`src/design/pse_pkg.sv`:
```
// Shared constants and types for the postfix stack evaluator.
`timescale 1ns / 1ps

package pse_pkg;

  // Default sizes of the operand stack.
  localparam int unsigned STACK_DEPTH_DEF = 32;
  localparam int unsigned DATA_WIDTH_DEF  = 32;

  // Width of the result value port.
  localparam int unsigned VALUE_W = 32;

  // Character codes that the evaluator recognizes.
  localparam logic [7:0] SYM_END      = 8'h00;
  localparam logic [7:0] SYM_DIGIT_LO = 8'h30;
  localparam logic [7:0] SYM_DIGIT_HI = 8'h39;
  localparam logic [7:0] SYM_ADD      = 8'h2B;
  localparam logic [7:0] SYM_SUB      = 8'h2D;
  localparam logic [7:0] SYM_MUL      = 8'h2A;
  localparam logic [7:0] SYM_DIV      = 8'h2F;

  // Status codes reported with each result item.
  typedef enum logic [1:0] {
    ST_OK        = 2'd0,
    ST_UNDERFLOW = 2'd1,
    ST_OVERFLOW  = 2'd2,
    ST_DIV_ZERO  = 2'd3
  } status_e;

  // Operations of the arithmetic unit.
  typedef enum logic [1:0] {
    ALU_ADD = 2'd0,
    ALU_SUB = 2'd1,
    ALU_MUL = 2'd2,
    ALU_DIV = 2'd3
  } alu_op_e;

  // Request from the stack controller to the arithmetic unit.
  typedef struct packed {
    logic    start;
    alu_op_e op;
  } alu_req_t;

endpackage

```
`src/design/pse_ram.sv`:
```
// Generic single-port-write, registered-read RAM.
`timescale 1ns / 1ps

module pse_ram #(
  parameter int unsigned WIDTH  = 32,
  parameter int unsigned DEPTH  = 32,
  parameter int unsigned ADDR_W = (DEPTH > 1) ? $clog2(DEPTH) : 1
) (
  input  logic              clk_i,
  input  logic              we_i,
  input  logic [ADDR_W-1:0] waddr_i,
  input  logic [WIDTH-1:0]  wdata_i,
  input  logic              re_i,
  input  logic [ADDR_W-1:0] raddr_i,
  output logic [WIDTH-1:0]  rdata_o
);

  logic [WIDTH-1:0] mem_q [DEPTH];
  logic [WIDTH-1:0] rdata_q;

  // One write and one registered read per cycle.
  always_ff @(posedge clk_i) begin
    if (we_i) begin
      mem_q[waddr_i] <= wdata_i;
    end
    if (re_i) begin
      rdata_q <= mem_q[raddr_i];
    end
  end

  assign rdata_o = rdata_q;

endmodule

```
`src/design/pse_alu.sv`:
```
// Multi-cycle arithmetic unit: add, subtract, split multiply and radix-2 divide.
`timescale 1ns / 1ps

module pse_alu import pse_pkg::*; #(
  parameter int unsigned DATA_WIDTH = DATA_WIDTH_DEF
) (
  input  logic                  clk_i,
  input  logic                  rst_ni,
  input  alu_req_t              req_i,
  input  logic [DATA_WIDTH-1:0] left_i,
  input  logic [DATA_WIDTH-1:0] right_i,
  output logic                  done_o,
  output logic [DATA_WIDTH-1:0] result_o
);

  localparam int unsigned HALF_W = (DATA_WIDTH + 1) / 2;
  localparam int unsigned HI_W   = DATA_WIDTH - HALF_W;
  localparam int unsigned CNT_W  = $clog2(DATA_WIDTH);

  // Multiply steps: low by low, high by low, low by high, final sum.
  localparam logic [CNT_W-1:0] MUL_STEP_LL  = CNT_W'(0);
  localparam logic [CNT_W-1:0] MUL_STEP_HL  = CNT_W'(1);
  localparam logic [CNT_W-1:0] MUL_STEP_LH  = CNT_W'(2);
  localparam logic [CNT_W-1:0] MUL_STEP_SUM = CNT_W'(3);
  localparam logic [CNT_W-1:0] DIV_LAST     = CNT_W'(DATA_WIDTH - 1);

  typedef enum logic [3:0] {
    A_IDLE = 4'b0001,
    A_MUL  = 4'b0010,
    A_DIV  = 4'b0100,
    A_FIX  = 4'b1000
  } alu_state_e;

  alu_state_e              state_q, state_d;
  logic [CNT_W-1:0]        cnt_q, cnt_d;
  logic                    done_q, done_d;
  logic [DATA_WIDTH-1:0]   a_q, a_d;
  logic [DATA_WIDTH-1:0]   b_q, b_d;
  logic [DATA_WIDTH-1:0]   acc_q, acc_d;
  logic [DATA_WIDTH-1:0]   res_q, res_d;
  logic [2*HALF_W-1:0]     prod_q, prod_d;
  logic                    neg_q, neg_d;

  logic [HALF_W-1:0]       mul_x;
  logic [HALF_W-1:0]       mul_y;
  logic [2*HALF_W-1:0]     mul_p;
  logic [DATA_WIDTH-1:0]   prod_sh;
  logic [DATA_WIDTH:0]     rem_sh;
  logic [DATA_WIDTH:0]     rem_diff;

  // Operand halves for the shared multiplier, one partial product per step.
  always_comb begin
    if (cnt_q == MUL_STEP_LL) begin
      mul_x = a_q[HALF_W-1:0];
      mul_y = b_q[HALF_W-1:0];
    end else if (cnt_q == MUL_STEP_HL) begin
      mul_x = HALF_W'(a_q[DATA_WIDTH-1:HALF_W]);
      mul_y = b_q[HALF_W-1:0];
    end else begin
      mul_x = a_q[HALF_W-1:0];
      mul_y = HALF_W'(b_q[DATA_WIDTH-1:HALF_W]);
    end
  end

  assign mul_p   = {{HALF_W{1'b0}}, mul_x} * {{HALF_W{1'b0}}, mul_y};
  assign prod_sh = {prod_q[HI_W-1:0], {HALF_W{1'b0}}};

  // One restoring division step: shift in the next dividend bit and try a subtract.
  assign rem_sh   = {acc_q, a_q[DATA_WIDTH-1]};
  assign rem_diff = rem_sh - {1'b0, b_q};

  // Sequencer for all operations.
  always_comb begin
    state_d = state_q;
    cnt_d   = cnt_q;
    done_d  = 1'b0;
    a_d     = a_q;
    b_d     = b_q;
    acc_d   = acc_q;
    res_d   = res_q;
    prod_d  = prod_q;
    neg_d   = neg_q;

    unique case (state_q)
      A_IDLE: begin
        if (req_i.start) begin
          unique case (req_i.op)
            ALU_ADD: begin
              res_d  = left_i + right_i;
              done_d = 1'b1;
            end
            ALU_SUB: begin
              res_d  = left_i - right_i;
              done_d = 1'b1;
            end
            ALU_MUL: begin
              a_d     = left_i;
              b_d     = right_i;
              cnt_d   = '0;
              state_d = A_MUL;
            end
            ALU_DIV: begin
              a_d     = left_i[DATA_WIDTH-1] ? ('0 - left_i) : left_i;
              b_d     = right_i[DATA_WIDTH-1] ? ('0 - right_i) : right_i;
              neg_d   = left_i[DATA_WIDTH-1] ^ right_i[DATA_WIDTH-1];
              acc_d   = '0;
              cnt_d   = '0;
              state_d = A_DIV;
            end
            default: state_d = A_IDLE;
          endcase
        end
      end

      A_MUL: begin
        prod_d = mul_p;
        cnt_d  = cnt_q + CNT_W'(1);
        if (cnt_q == MUL_STEP_HL) begin
          acc_d = prod_q[DATA_WIDTH-1:0];
        end else if (cnt_q == MUL_STEP_LH) begin
          acc_d = acc_q + prod_sh;
        end else if (cnt_q == MUL_STEP_SUM) begin
          res_d   = acc_q + prod_sh;
          done_d  = 1'b1;
          state_d = A_IDLE;
        end
      end

      A_DIV: begin
        cnt_d = cnt_q + CNT_W'(1);
        if (!rem_diff[DATA_WIDTH]) begin
          acc_d = rem_diff[DATA_WIDTH-1:0];
          a_d   = {a_q[DATA_WIDTH-2:0], 1'b1};
        end else begin
          acc_d = rem_sh[DATA_WIDTH-1:0];
          a_d   = {a_q[DATA_WIDTH-2:0], 1'b0};
        end
        if (cnt_q == DIV_LAST) begin
          state_d = A_FIX;
        end
      end

      A_FIX: begin
        res_d   = neg_q ? ('0 - a_q) : a_q;
        done_d  = 1'b1;
        state_d = A_IDLE;
      end

      default: state_d = A_IDLE;
    endcase
  end

  // Control state.
  always_ff @(posedge clk_i or negedge rst_ni) begin
    if (!rst_ni) begin
      state_q <= A_IDLE;
      cnt_q   <= '0;
      done_q  <= 1'b0;
    end else begin
      state_q <= state_d;
      cnt_q   <= cnt_d;
      done_q  <= done_d;
    end
  end

  // Datapath registers.
  always_ff @(posedge clk_i) begin
    a_q    <= a_d;
    b_q    <= b_d;
    acc_q  <= acc_d;
    res_q  <= res_d;
    prod_q <= prod_d;
    neg_q  <= neg_d;
  end

  assign done_o   = done_q;
  assign result_o = res_q;

endmodule

```
`src/design/postfix_stack_evaluator.sv`:
```
// Top level of the postfix stack evaluator: stack control, stack RAM and arithmetic unit.
//
// Usage: each input item on in_valid_i / in_ready_o is one ASCII character on symbol_i.
// A digit pushes its value, + - * / pop two entries and push the result, any other
// nonzero character pops two and pushes zero, and a zero byte ends the expression.
// The end item produces one result item on out_valid_o / out_ready_i carrying the
// top of stack in value_o (zero on an error) and the first error of the expression
// in status_o; the stack and the error are then cleared.
// Digits, unknown characters, error cases and the end byte need no further state.
// An arithmetic operator reads the entry below the cached top from the stack RAM
// and then runs the arithmetic unit: + and - are computed directly, * takes four
// shared half-width multiplier steps, / one quotient bit per cycle plus a sign fix.
// The result appears in the output register the cycle after the end item is taken.
// Reset empties the stack and clears the error; the RAM needs no clearing pass.
// While a result waits for out_ready_i, characters other than the end byte are
// still accepted; a further end byte waits until the output register is free.
`timescale 1ns / 1ps

module postfix_stack_evaluator import pse_pkg::*; #(
  parameter int unsigned STACK_DEPTH = STACK_DEPTH_DEF,
  parameter int unsigned DATA_WIDTH  = DATA_WIDTH_DEF
) (
  input  logic                      clk_i,
  input  logic                      rst_ni,
  input  logic                      in_valid_i,
  output logic                      in_ready_o,
  input  logic [7:0]                symbol_i,
  output logic                      out_valid_o,
  input  logic                      out_ready_i,
  output logic signed [VALUE_W-1:0] value_o,
  output logic [1:0]                status_o
);

  localparam int unsigned CW = $clog2(STACK_DEPTH + 1);
  localparam int unsigned AW = (STACK_DEPTH > 1) ? $clog2(STACK_DEPTH) : 1;

  typedef enum logic [2:0] {
    S_IDLE = 3'b001,
    S_READ = 3'b010,
    S_EXEC = 3'b100
  } ctrl_state_e;

  ctrl_state_e           state_q, state_d;
  logic [CW-1:0]         count_q, count_d;
  logic [DATA_WIDTH-1:0] top_q, top_d;
  status_e               err_q, err_d;
  alu_op_e               op_q, op_d;
  logic                  out_valid_q, out_valid_d;
  logic [VALUE_W-1:0]    value_q, value_d;
  status_e               status_q, status_d;

  logic                  in_fire;
  logic                  is_end;
  logic                  is_digit;
  logic                  is_arith;
  alu_op_e               arith_op;
  status_e               end_status;
  logic [CW-1:0]         count_m1;
  logic [CW-1:0]         count_m2;

  logic                  ram_we;
  logic                  ram_re;
  logic [DATA_WIDTH-1:0] ram_rdata;

  alu_req_t              alu_req;
  logic                  alu_done;
  logic [DATA_WIDTH-1:0] alu_res;

  // Input handshake: only an end byte needs the output register to be free.
  assign is_end     = (symbol_i == SYM_END);
  assign in_ready_o = (state_q == S_IDLE) && (!is_end || !out_valid_q || out_ready_i);
  assign in_fire    = in_valid_i && in_ready_o;

  assign is_digit = (symbol_i >= SYM_DIGIT_LO) && (symbol_i <= SYM_DIGIT_HI);
  assign count_m1 = count_q - CW'(1);
  assign count_m2 = count_q - CW'(2);

  // Operator decode.
  always_comb begin
    is_arith = 1'b1;
    arith_op = ALU_ADD;
    unique case (symbol_i)
      SYM_ADD: arith_op = ALU_ADD;
      SYM_SUB: arith_op = ALU_SUB;
      SYM_MUL: arith_op = ALU_MUL;
      SYM_DIV: arith_op = ALU_DIV;
      default: is_arith = 1'b0;
    endcase
  end

  // Status of the expression if it ends now.
  always_comb begin
    if (err_q != ST_OK) begin
      end_status = err_q;
    end else if (count_q == '0) begin
      end_status = ST_UNDERFLOW;
    end else begin
      end_status = ST_OK;
    end
  end

  // Stack controller. The top entry lives in top_q; the RAM holds the entries below it,
  // so a push writes the old top and an operator reads only the second entry.
  // A push and the read of an operator never fall in the same cycle, so no forwarding
  // is needed beyond the cached top.
  always_comb begin
    state_d     = state_q;
    count_d     = count_q;
    top_d       = top_q;
    err_d       = err_q;
    op_d        = op_q;
    out_valid_d = out_valid_q && !out_ready_i;
    value_d     = value_q;
    status_d    = status_q;
    ram_we      = 1'b0;
    ram_re      = 1'b0;
    alu_req     = '{start: 1'b0, op: ALU_ADD};

    unique case (state_q)
      S_IDLE: begin
        if (in_fire) begin
          if (is_end) begin
            out_valid_d = 1'b1;
            status_d    = end_status;
            value_d     = (end_status == ST_OK) ? VALUE_W'($signed(top_q)) : '0;
            count_d     = '0;
            err_d       = ST_OK;
          end else if (is_digit) begin
            if (count_q == CW'(STACK_DEPTH)) begin
              if (err_q == ST_OK) begin
                err_d = ST_OVERFLOW;
              end
            end else begin
              ram_we  = (count_q != '0);
              top_d   = DATA_WIDTH'(symbol_i - SYM_DIGIT_LO);
              count_d = count_q + CW'(1);
            end
          end else if (count_q < CW'(2)) begin
            // Operator underflow: the stack collapses to a single zero.
            if (err_q == ST_OK) begin
              err_d = ST_UNDERFLOW;
            end
            top_d   = '0;
            count_d = CW'(1);
          end else if (!is_arith || ((arith_op == ALU_DIV) && (top_q == '0))) begin
            // Unknown character or divide by zero: pop two, push zero.
            if (is_arith && (err_q == ST_OK)) begin
              err_d = ST_DIV_ZERO;
            end
            top_d   = '0;
            count_d = count_m1;
          end else begin
            ram_re  = 1'b1;
            op_d    = arith_op;
            state_d = S_READ;
          end
        end
      end

      S_READ: begin
        alu_req = '{start: 1'b1, op: op_q};
        state_d = S_EXEC;
      end

      S_EXEC: begin
        if (alu_done) begin
          top_d   = alu_res;
          count_d = count_m1;
          state_d = S_IDLE;
        end
      end

      default: state_d = S_IDLE;
    endcase
  end

  // Control state.
  always_ff @(posedge clk_i or negedge rst_ni) begin
    if (!rst_ni) begin
      state_q     <= S_IDLE;
      count_q     <= '0;
      err_q       <= ST_OK;
      out_valid_q <= 1'b0;
    end else begin
      state_q     <= state_d;
      count_q     <= count_d;
      err_q       <= err_d;
      out_valid_q <= out_valid_d;
    end
  end

  // Payload registers.
  always_ff @(posedge clk_i) begin
    top_q    <= top_d;
    op_q     <= op_d;
    value_q  <= value_d;
    status_q <= status_d;
  end

  // Entries below the top of stack.
  pse_ram #(
    .WIDTH  (DATA_WIDTH),
    .DEPTH  (STACK_DEPTH),
    .ADDR_W (AW)
  ) u_stack_ram (
    .clk_i   (clk_i),
    .we_i    (ram_we),
    .waddr_i (count_m1[AW-1:0]),
    .wdata_i (top_q),
    .re_i    (ram_re),
    .raddr_i (count_m2[AW-1:0]),
    .rdata_o (ram_rdata)
  );

  pse_alu #(
    .DATA_WIDTH (DATA_WIDTH)
  ) u_alu (
    .clk_i    (clk_i),
    .rst_ni   (rst_ni),
    .req_i    (alu_req),
    .left_i   (ram_rdata),
    .right_i  (top_q),
    .done_o   (alu_done),
    .result_o (alu_res)
  );

  assign out_valid_o = out_valid_q;
  assign value_o     = value_q;
  assign status_o    = status_q;

`ifndef SYNTHESIS
  // The fill count never passes the stack depth.
  a_count_bound: assert property (@(posedge clk_i) disable iff (!rst_ni)
    count_q <= CW'(STACK_DEPTH))
    else $error("stack count exceeds depth");

  // An operator only reaches the RAM read with two entries on the stack.
  a_read_two: assert property (@(posedge clk_i) disable iff (!rst_ni)
    (state_q == S_READ) |-> (count_q >= CW'(2)))
    else $error("operator read with fewer than two entries");

  // The arithmetic unit only finishes while the controller waits for it.
  a_done_in_exec: assert property (@(posedge clk_i) disable iff (!rst_ni)
    alu_done |-> (state_q == S_EXEC))
    else $error("arithmetic result arrived outside execute state");

  // A faulty expression always reports a zero value.
  a_err_zero: assert property (@(posedge clk_i) disable iff (!rst_ni)
    (out_valid_q && (status_q != ST_OK)) |-> (value_q == '0))
    else $error("nonzero value reported with an error status");

  // An end byte empties the stack, clears the error and presents a result.
  a_end_clears: assert property (@(posedge clk_i) disable iff (!rst_ni)
    (in_fire && is_end) |=> ((count_q == '0) && (err_q == ST_OK) && out_valid_q))
    else $error("end of expression did not clear the stack");
`endif

endmodule
```
`config.mk`:
```
export PLATFORM = sky130hd
export DESIGN_NAME = postfix_stack_evaluator
export DESIGN_NICKNAME = d
export VERILOG_FILES = /design/src/design/pse_pkg.sv /design/src/design/pse_ram.sv /design/src/design/pse_alu.sv /design/src/design/postfix_stack_evaluator.sv
export SDC_FILE = /design/constraint.sdc
export NUM_CORES = 2
export LEC_CHECK = 0
export ABC_AREA = 1
export BUFFER_PORTS_ARGS = -buffer_cell sky130_fd_sc_hd__buf_2
export CAP_MARGIN = 0
export CORE_MARGIN = 10
export CORE_UTILIZATION = 25
export DETAILED_ROUTE_END_ITERATION = 10
export PLACE_DENSITY = 0.36
export SETUP_SLACK_MARGIN = 0.1
export SLEW_MARGIN = 20
export SYNTH_ARGS = -nofsm -noshare
export SYNTH_HDL_FRONTEND = slang
export SYNTH_SLANG_ARGS = --single-unit
```
`constraint.sdc`:
```
create_clock -name clk_i -period 8 [get_ports clk_i]
set_clock_uncertainty 0.05 [all_clocks]
set_input_delay 0.8 -clock clk_i [delete_from_list [all_inputs] [get_ports clk_i]]
set_output_delay 0.8 -clock clk_i [all_outputs]
set_load 0.03 [all_outputs]
```
**Word-level counts from Yosys, hierarchy flattened**

Memory sizes are Yosys's and may differ from the RTL's. A register that Yosys moved wholly into a read port is not among the register bits.
Cells that the tools add are included.

- Logic and storage cells: 221
- Input bits: 12
- Memories: 1
- Bits in writable memories: 1024
- Bits in registers: 251
- Output and inout bits: 36

Memory list:

| name | depth | bits a word | read ports | clocked after Yosys merged registers in | write ports | RTL line | RTL |
|---|---|---|---|---|---|---|---|
| u_stack_ram.mem_q | 32 | 32 | 1 | 1 | 1 | pse_ram.sv:18 | `logic [WIDTH-1:0] mem_q [DEPTH];` |

- Order comparisons: 3
- Multipliers: 1
- Muxes and demuxes: 92
- Reductions and logical operators: 47
- Add/subtract/negate cells: 12
- Bitwise logic cells: 5
- Equal/unequal tests: 43

Operators by type and width:

| cell | count |
|---|---|
| 32-bit 2-to-1 mux | 20 |
| 32-bit case mux with 2 select lines | 5 |
| 32-bit case mux with 3 select lines | 2 |
| 1-bit by 32-bit subtractor with 32-bit output, first input constant | 3 |
| 32-bit adder | 2 |
| 16-bit 2-to-1 mux | 4 |
| 6-bit 2-to-1 mux | 7 |
| 33-bit by 32-bit subtractor with 33-bit output | 1 |
| 8-bit by 6-bit == test with 1-bit output, second input constant | 4 |
| 32-bit logical NOT | 1 |
| 16-bit by 16-bit multiplier with 32-bit output | 1 |
| 32-bit subtractor | 1 |
| 6-bit AND reduction | 5 |
| 1-bit 2-to-1 mux | 24 |
| 3-bit 2-to-1 mux | 7 |
| 4-bit 2-to-1 mux | 5 |
| 2-bit inequality test, second input constant | 10 |
| 2-bit 2-to-1 mux | 9 |
| 3-bit AND reduction | 5 |
| 3-bit inequality test, second input constant | 4 |
| 4-bit case mux with 3 select lines | 1 |
| 6-bit case mux with 2 select lines | 1 |
| 5-bit by 2-bit == test with 1-bit output, second input constant | 2 |
| 5-bit 2-to-1 mux | 2 |
| 49 further kinds | 77 |

**Logic depth before layout (Yosys ltp)**

- Word-level depth: 11
- Mapped depth: 33
- Gate-level depth less buffers: 31

**Cells and area by module**

Synthesis repeated with hierarchy kept, for this count alone.

- Cell total of the unflattened synthesis: 7597
- Area total of the unflattened synthesis: 71975.3 sq um

Modules (own cells, without submodules):

| module | area an instance (sq um) | instances | cells each | seq. area each (sq um) |
|---|---|---|---|---|
| pse_ram | 42726.0 | 1 | 3536 | 31710.4 |
| pse_alu | 25067.8 | 1 | 3599 | 5086.1 |
| postfix_stack_evaluator | 4181.5 | 1 | 462 | 2343.5 |

**Least setup slack after synthesis**

Ideal clock, no wire load.

- Kind: register to register
- From: register u_alu.cnt_q[0]
- To: register u_alu.prod_q[21], data pin
- Path slack: 1.725 ns
- Buffers on the path: 2
- Data arrival time: 5.960 ns
- Stages on the path, launching flop included: 28
- Period minus slack after synthesis: 6.275 ns
- Data required time: 7.685 ns
- Setup time: 0.265 ns
- Cells stage by stage: dfrtp_1 -> ha_1 -> inv_1 -> nor2_1 -> inv_2 -> nand2_1 -> buf_2 -> o21ai_1 -> buf_2 -> nor2_1 -> fa_1 -> inv_1 -> fa_1 -> fa_1 -> inv_1 -> fa_1 -> fa_1 -> inv_1 -> fa_1 -> inv_1 -> ha_1 -> nand2_1 -> inv_1 -> nand3_1 -> o21ai_0 -> nand2_1 -> o21ai_0 -> xor2_1

- Longest elaborated chain between the ends: 4
- Elaborated cells on any way between the ends: 7
- Classes of those cells: 1 x mul; 1 x eq/ne; 4 x mux; 1 x reduce/logical

Ends and longest elaborated chain:

| what | RTL line | RTL |
|---|---|---|
| start: declaration | pse_alu.sv:35 | `logic [CNT_W-1:0] cnt_q, cnt_d;` |
| start signal: assignment | pse_alu.sv:161 | `cnt_q <= cnt_d;` |
| 5-bit by 1-bit == test with 1-bit output | pse_alu.sv:56 | `end else if (cnt_q == MUL_STEP_HL) begin` |
| 16-bit 2-to-1 mux | pse_alu.sv:56 |  |
| 16-bit 2-to-1 mux | pse_alu.sv:53 | `if (cnt_q == MUL_STEP_LL) begin` |
| 16-bit by 16-bit multiplier with 32-bit output (*) | pse_alu.sv:65 | `assign mul_p = {{HALF_W{1'b0}}, mul_x} * {{HALF_W{1'b0}}, mul_y};` |
| named net u_alu.mul_p[21] | pse_alu.sv:46 | `logic [2*HALF_W-1:0] mul_p;` |
| end signal: assignment | pse_alu.sv:172 | `prod_q <= prod_d;` |
| end: declaration | pse_alu.sv:41 | `logic [2*HALF_W-1:0] prod_q, prod_d;` |

The timed path passes the listed nets; every way through them passes the cells marked *.
A chain may end at the register's enable or synchronous reset.

**Worst setup path after layout**

- From: register u_alu.cnt_q[1]
- To: register u_alu.prod_q[26], data pin

The elaborated chain is that of the path after synthesis.

==> flow_metrics.tcl <==
set metrics [dict create \
    crit_top_cell "fa_1" \
    hp-class "input pin to asynchronous set/reset pin" \
    dp_hpwl_mm 184 \
    synth_compound_area_share_pct 11.1 \
    startpoint "u_alu.cnt_q[1]$_DFFE_PN0P_" \
    netlist_area_sq_mm 0.0694 \
    critPathBufInv 7 \
    seqCellArea_sq_mm 0.0391 \
    drtIter0Drc 4313 \
    area_growth_pct 14.7 \
    ios 48 \
    rows 193 \
    antenna_found_initial 17 \
    path_class "flip-flop to flip-flop" \
    vias_per_cell 4.83 \
    worstPathArrival_ns 7.96 \
    insertion_delay_ns 0.83 \
    grt_pass1_vias 51200 \
    htreeDepth 4 \
    reg2reg_from "u_alu.cnt_q[1]$_DFFE_PN0P_" \
    synth_xor_area_share_pct 1.40 \
    cpPeakStageDelay_ns 0.54 \
    crit_path_end_kind "flip-flop" \
    avgSynthCellArea_sq_um 10.2 \
    yosysTopAreaCell "edfxtp_1" \
    ys_seq_area_share_pct 56.4 \
    final_common_cell "edfxtp_1" \
    yosys-top-cells-area "edfxtp_1 (56%), nand2_1 (6.2%), fa_1 (5.7%)" \
    synthMuxAreaShare_pct 0 \
    synth_top_area_share_pct 55.6 \
    ctsHoldBuffers 0 \
    synth-edff-count 1285 \
    crit_family "adder cells" \
    fmax_mhz 134 \
    design.core.area_sq_mm 0.276 \
    drive_above_1_share_pct 7.64 \
    worstPathMaxFanout 18 \
    yosysWarningCount 0 \
    tns_ns 0 \
    multi_input_area_sq_mm 0.0265 \
    gp_congestion 0.895 \
    grt_usage_pct 17.4 \
    slowest_stage "fa_1" \
    status "completed" \
    cts-root-buf "clkbuf_16" \
    ys_async_sr_fraction_pct 1.68 \
    drv_cap 0 \
    path_clk_slew_ns 0.06 \
    layout_common_cells "edfxtp_1 (1,285), nand2_1 (1,140), nor2_1 (980), o21ai_0 (713), inv_1 (694)" \
    synth_fa_ha_area_share_pct 9.35 \
    period_needed_ns 7.47 \
    worst_slew_pin_slew_ns 1.15 \
    num_vias 51800 \
    synthSimpleGateAreaFrac_pct 15.9 \
    drt_first_pass_iters 6 \
    slew_headroom_pct 22.5 \
    grt_pass1_wl_mm 387 \
    cts_buffers 160 \
    drc_errors 0 \
    grt_max_degree 141 \
    cts_buffer_depth 3 \
    rsz0062_at_grt "yes" \
    port_buffers 47 \
    synth_cell_types 60 \
    fill_cells 29100 \
    die_w_um 547 \
    initial_core_util_pct 25.1 \
    critPathLaunchType "flip-flop" \
    cts_tree "yes" \
    syn_nets 7241 \
    hold_violations 0 \
    ys_seq_elements 1307 \
    finalMaxSlewViolations 0 \
    required_ns 8.49 \
    syn-instance-count 6829 \
    setup_viol 0 \
    nNetsFinal 7286 \
    ys.flop_type "edfxtp_1" \
    drt-total-wl_mm 270 \
    drt.antenna.violating_nets 0 \
    synth_top_family_by_area "simple AND/OR/NAND/NOR gates" \
    die_h_um 547 \
    period_share_pct 93.4 \
    fp.dieArea_sq_mm 0.299 \
    post_drt_wl_per_cell_um 25.2 \
    globalRoute.totalOverflow 0 \
    clock-sinks 1307 \
]
[metal layers]
| metal | vias up | GRT usage (%) | wire, um |
|---|---|---|---|
| met5 | - | 0 | 13 |
| met4 | 2 | 3.46 | 5420 |
| met3 | 285 | 2.03 | 11400 |
| met2 | 1343 | 27.7 | 122000 |
| met1 | 26400 | 25.7 | 131000 |
| li1 | 23700 | - | - |
[flip-flops by register name, indices dropped and copies added, names as in the netlist, 2 cells and up]
name                 count
u_stack_ram.rdata_o     32
u_alu.result_o          32
u_alu.acc_q             32
u_alu.prod_q            32
top_q                   32
count_q                  6
u_alu.state_q            4
u_alu.cnt_q              5
u_alu.b_q               32
state_q                  3
status_o                 2
u_alu.a_q               32
u_stack_ram.mem_q     1024
op_q                     2
err_q                    2
value_o                 32
[cells in the mapped netlist (31+ instances only)]
cell type	instances
fa_1	197
nand4_1	39
ha_1	203
nor2_1	1017
xor2_1	78
nand3_1	344
nand2_1	1140
edfxtp_1	1285
o21ai_0	722
buf_2	85
o221ai_1	207
inv_1	697
nor3_1	53
a21oi_1	163
xnor2_1	31
clkbuf_1	191
a31oi_1	39
o22ai_1	64
[what timing repair did]
item	CTS	global route
hold endpoints to repair	0	0
gates resized for setup	0	2
buffers inserted	0	0
setup endpoints to repair	0	2
[cell type report]
type	instances	area share (%)
antenna	6	0.0189
clock buffer	202	5.28
clock inverter	86	1.15
inverter	722	3.44
multi-input combinational	4499	33.3
sequential	1307	49.2
tap	3705	5.83
timing repair buffer	184	1.75
[worst register-to-register path: stages, from the launching register on]
cell,delay [ns]
dfrtp_1,0.41
inv_1,0.11
ha_1,0.17
inv_1,0.04
nor2_1,0.12
inv_2,0.09
nor2_4,0.32
buf_4,0.24
nand2_1,0.07
o21ai_0,0.36
inv_1,0.53
nor2_1,0.28
fa_1,0.46
fa_1,0.46
fa_1,0.54
fa_1,0.45
fa_1,0.50
inv_1,0.05
fa_1,0.49
inv_1,0.07
ha_1,0.34
a21oi_1,0.22
a21boi_0,0.35
o21ai_0,0.21
nand2_1,0.10
nand3_1,0.09
xor2_1,0.15
[stage by stage]
stage                     cells  area, sq um  utilization (%)  setup slack [ns]  hold WS (ns)
after global routing      10700        79600             28.8            0.0986        0.0192
after floorplan            6829        69400                -              1.72         0.414
after global placement    10400        74400             26.9             0.492         0.451
after CTS                 10700        79500             28.8             0.450       0.00551
final                     10700        79600             28.8             0.529        0.0219
after detailed placement  10400        74400             26.9             0.441         0.454
[cell families (layout without fill, tap and decap cells)]
family | Yosys count | count (layout)
xor gates and xnor gates | 110 | 110
buffers and inverters | 1023 | 1194
adders and majority gates | 400 | 400
DFF | 1307 | 1307
other | 0 | 6
AOI/OAI and AO/OA | 1308 | 1308
and+or+nand+nor | 2681 | 2681
[path summary, 6_finish.rpt]
path                       slack [ns]                    endpoint  cells past startpoint
max                              0.53  u_alu.prod_q[26]$_DFFE_PP_                     26
min                              0.02        err_q[0]$_DFFE_PN0P_                      1
max reg2reg                      0.53  u_alu.prod_q[26]$_DFFE_PP_                     26
min reg2reg                      0.47      count_q[5]$_DFFE_PN0P_                      2
max in group asynchronous        7.28      count_q[0]$_DFFE_PN0P_                      1
min in group clk_i               0.14       out_valid_o$_DFF_PN0_                      2
Power is left out: the tool's default activity adds up to more than one toggle a clock period on the data nets, which glitch-free logic cannot reach.
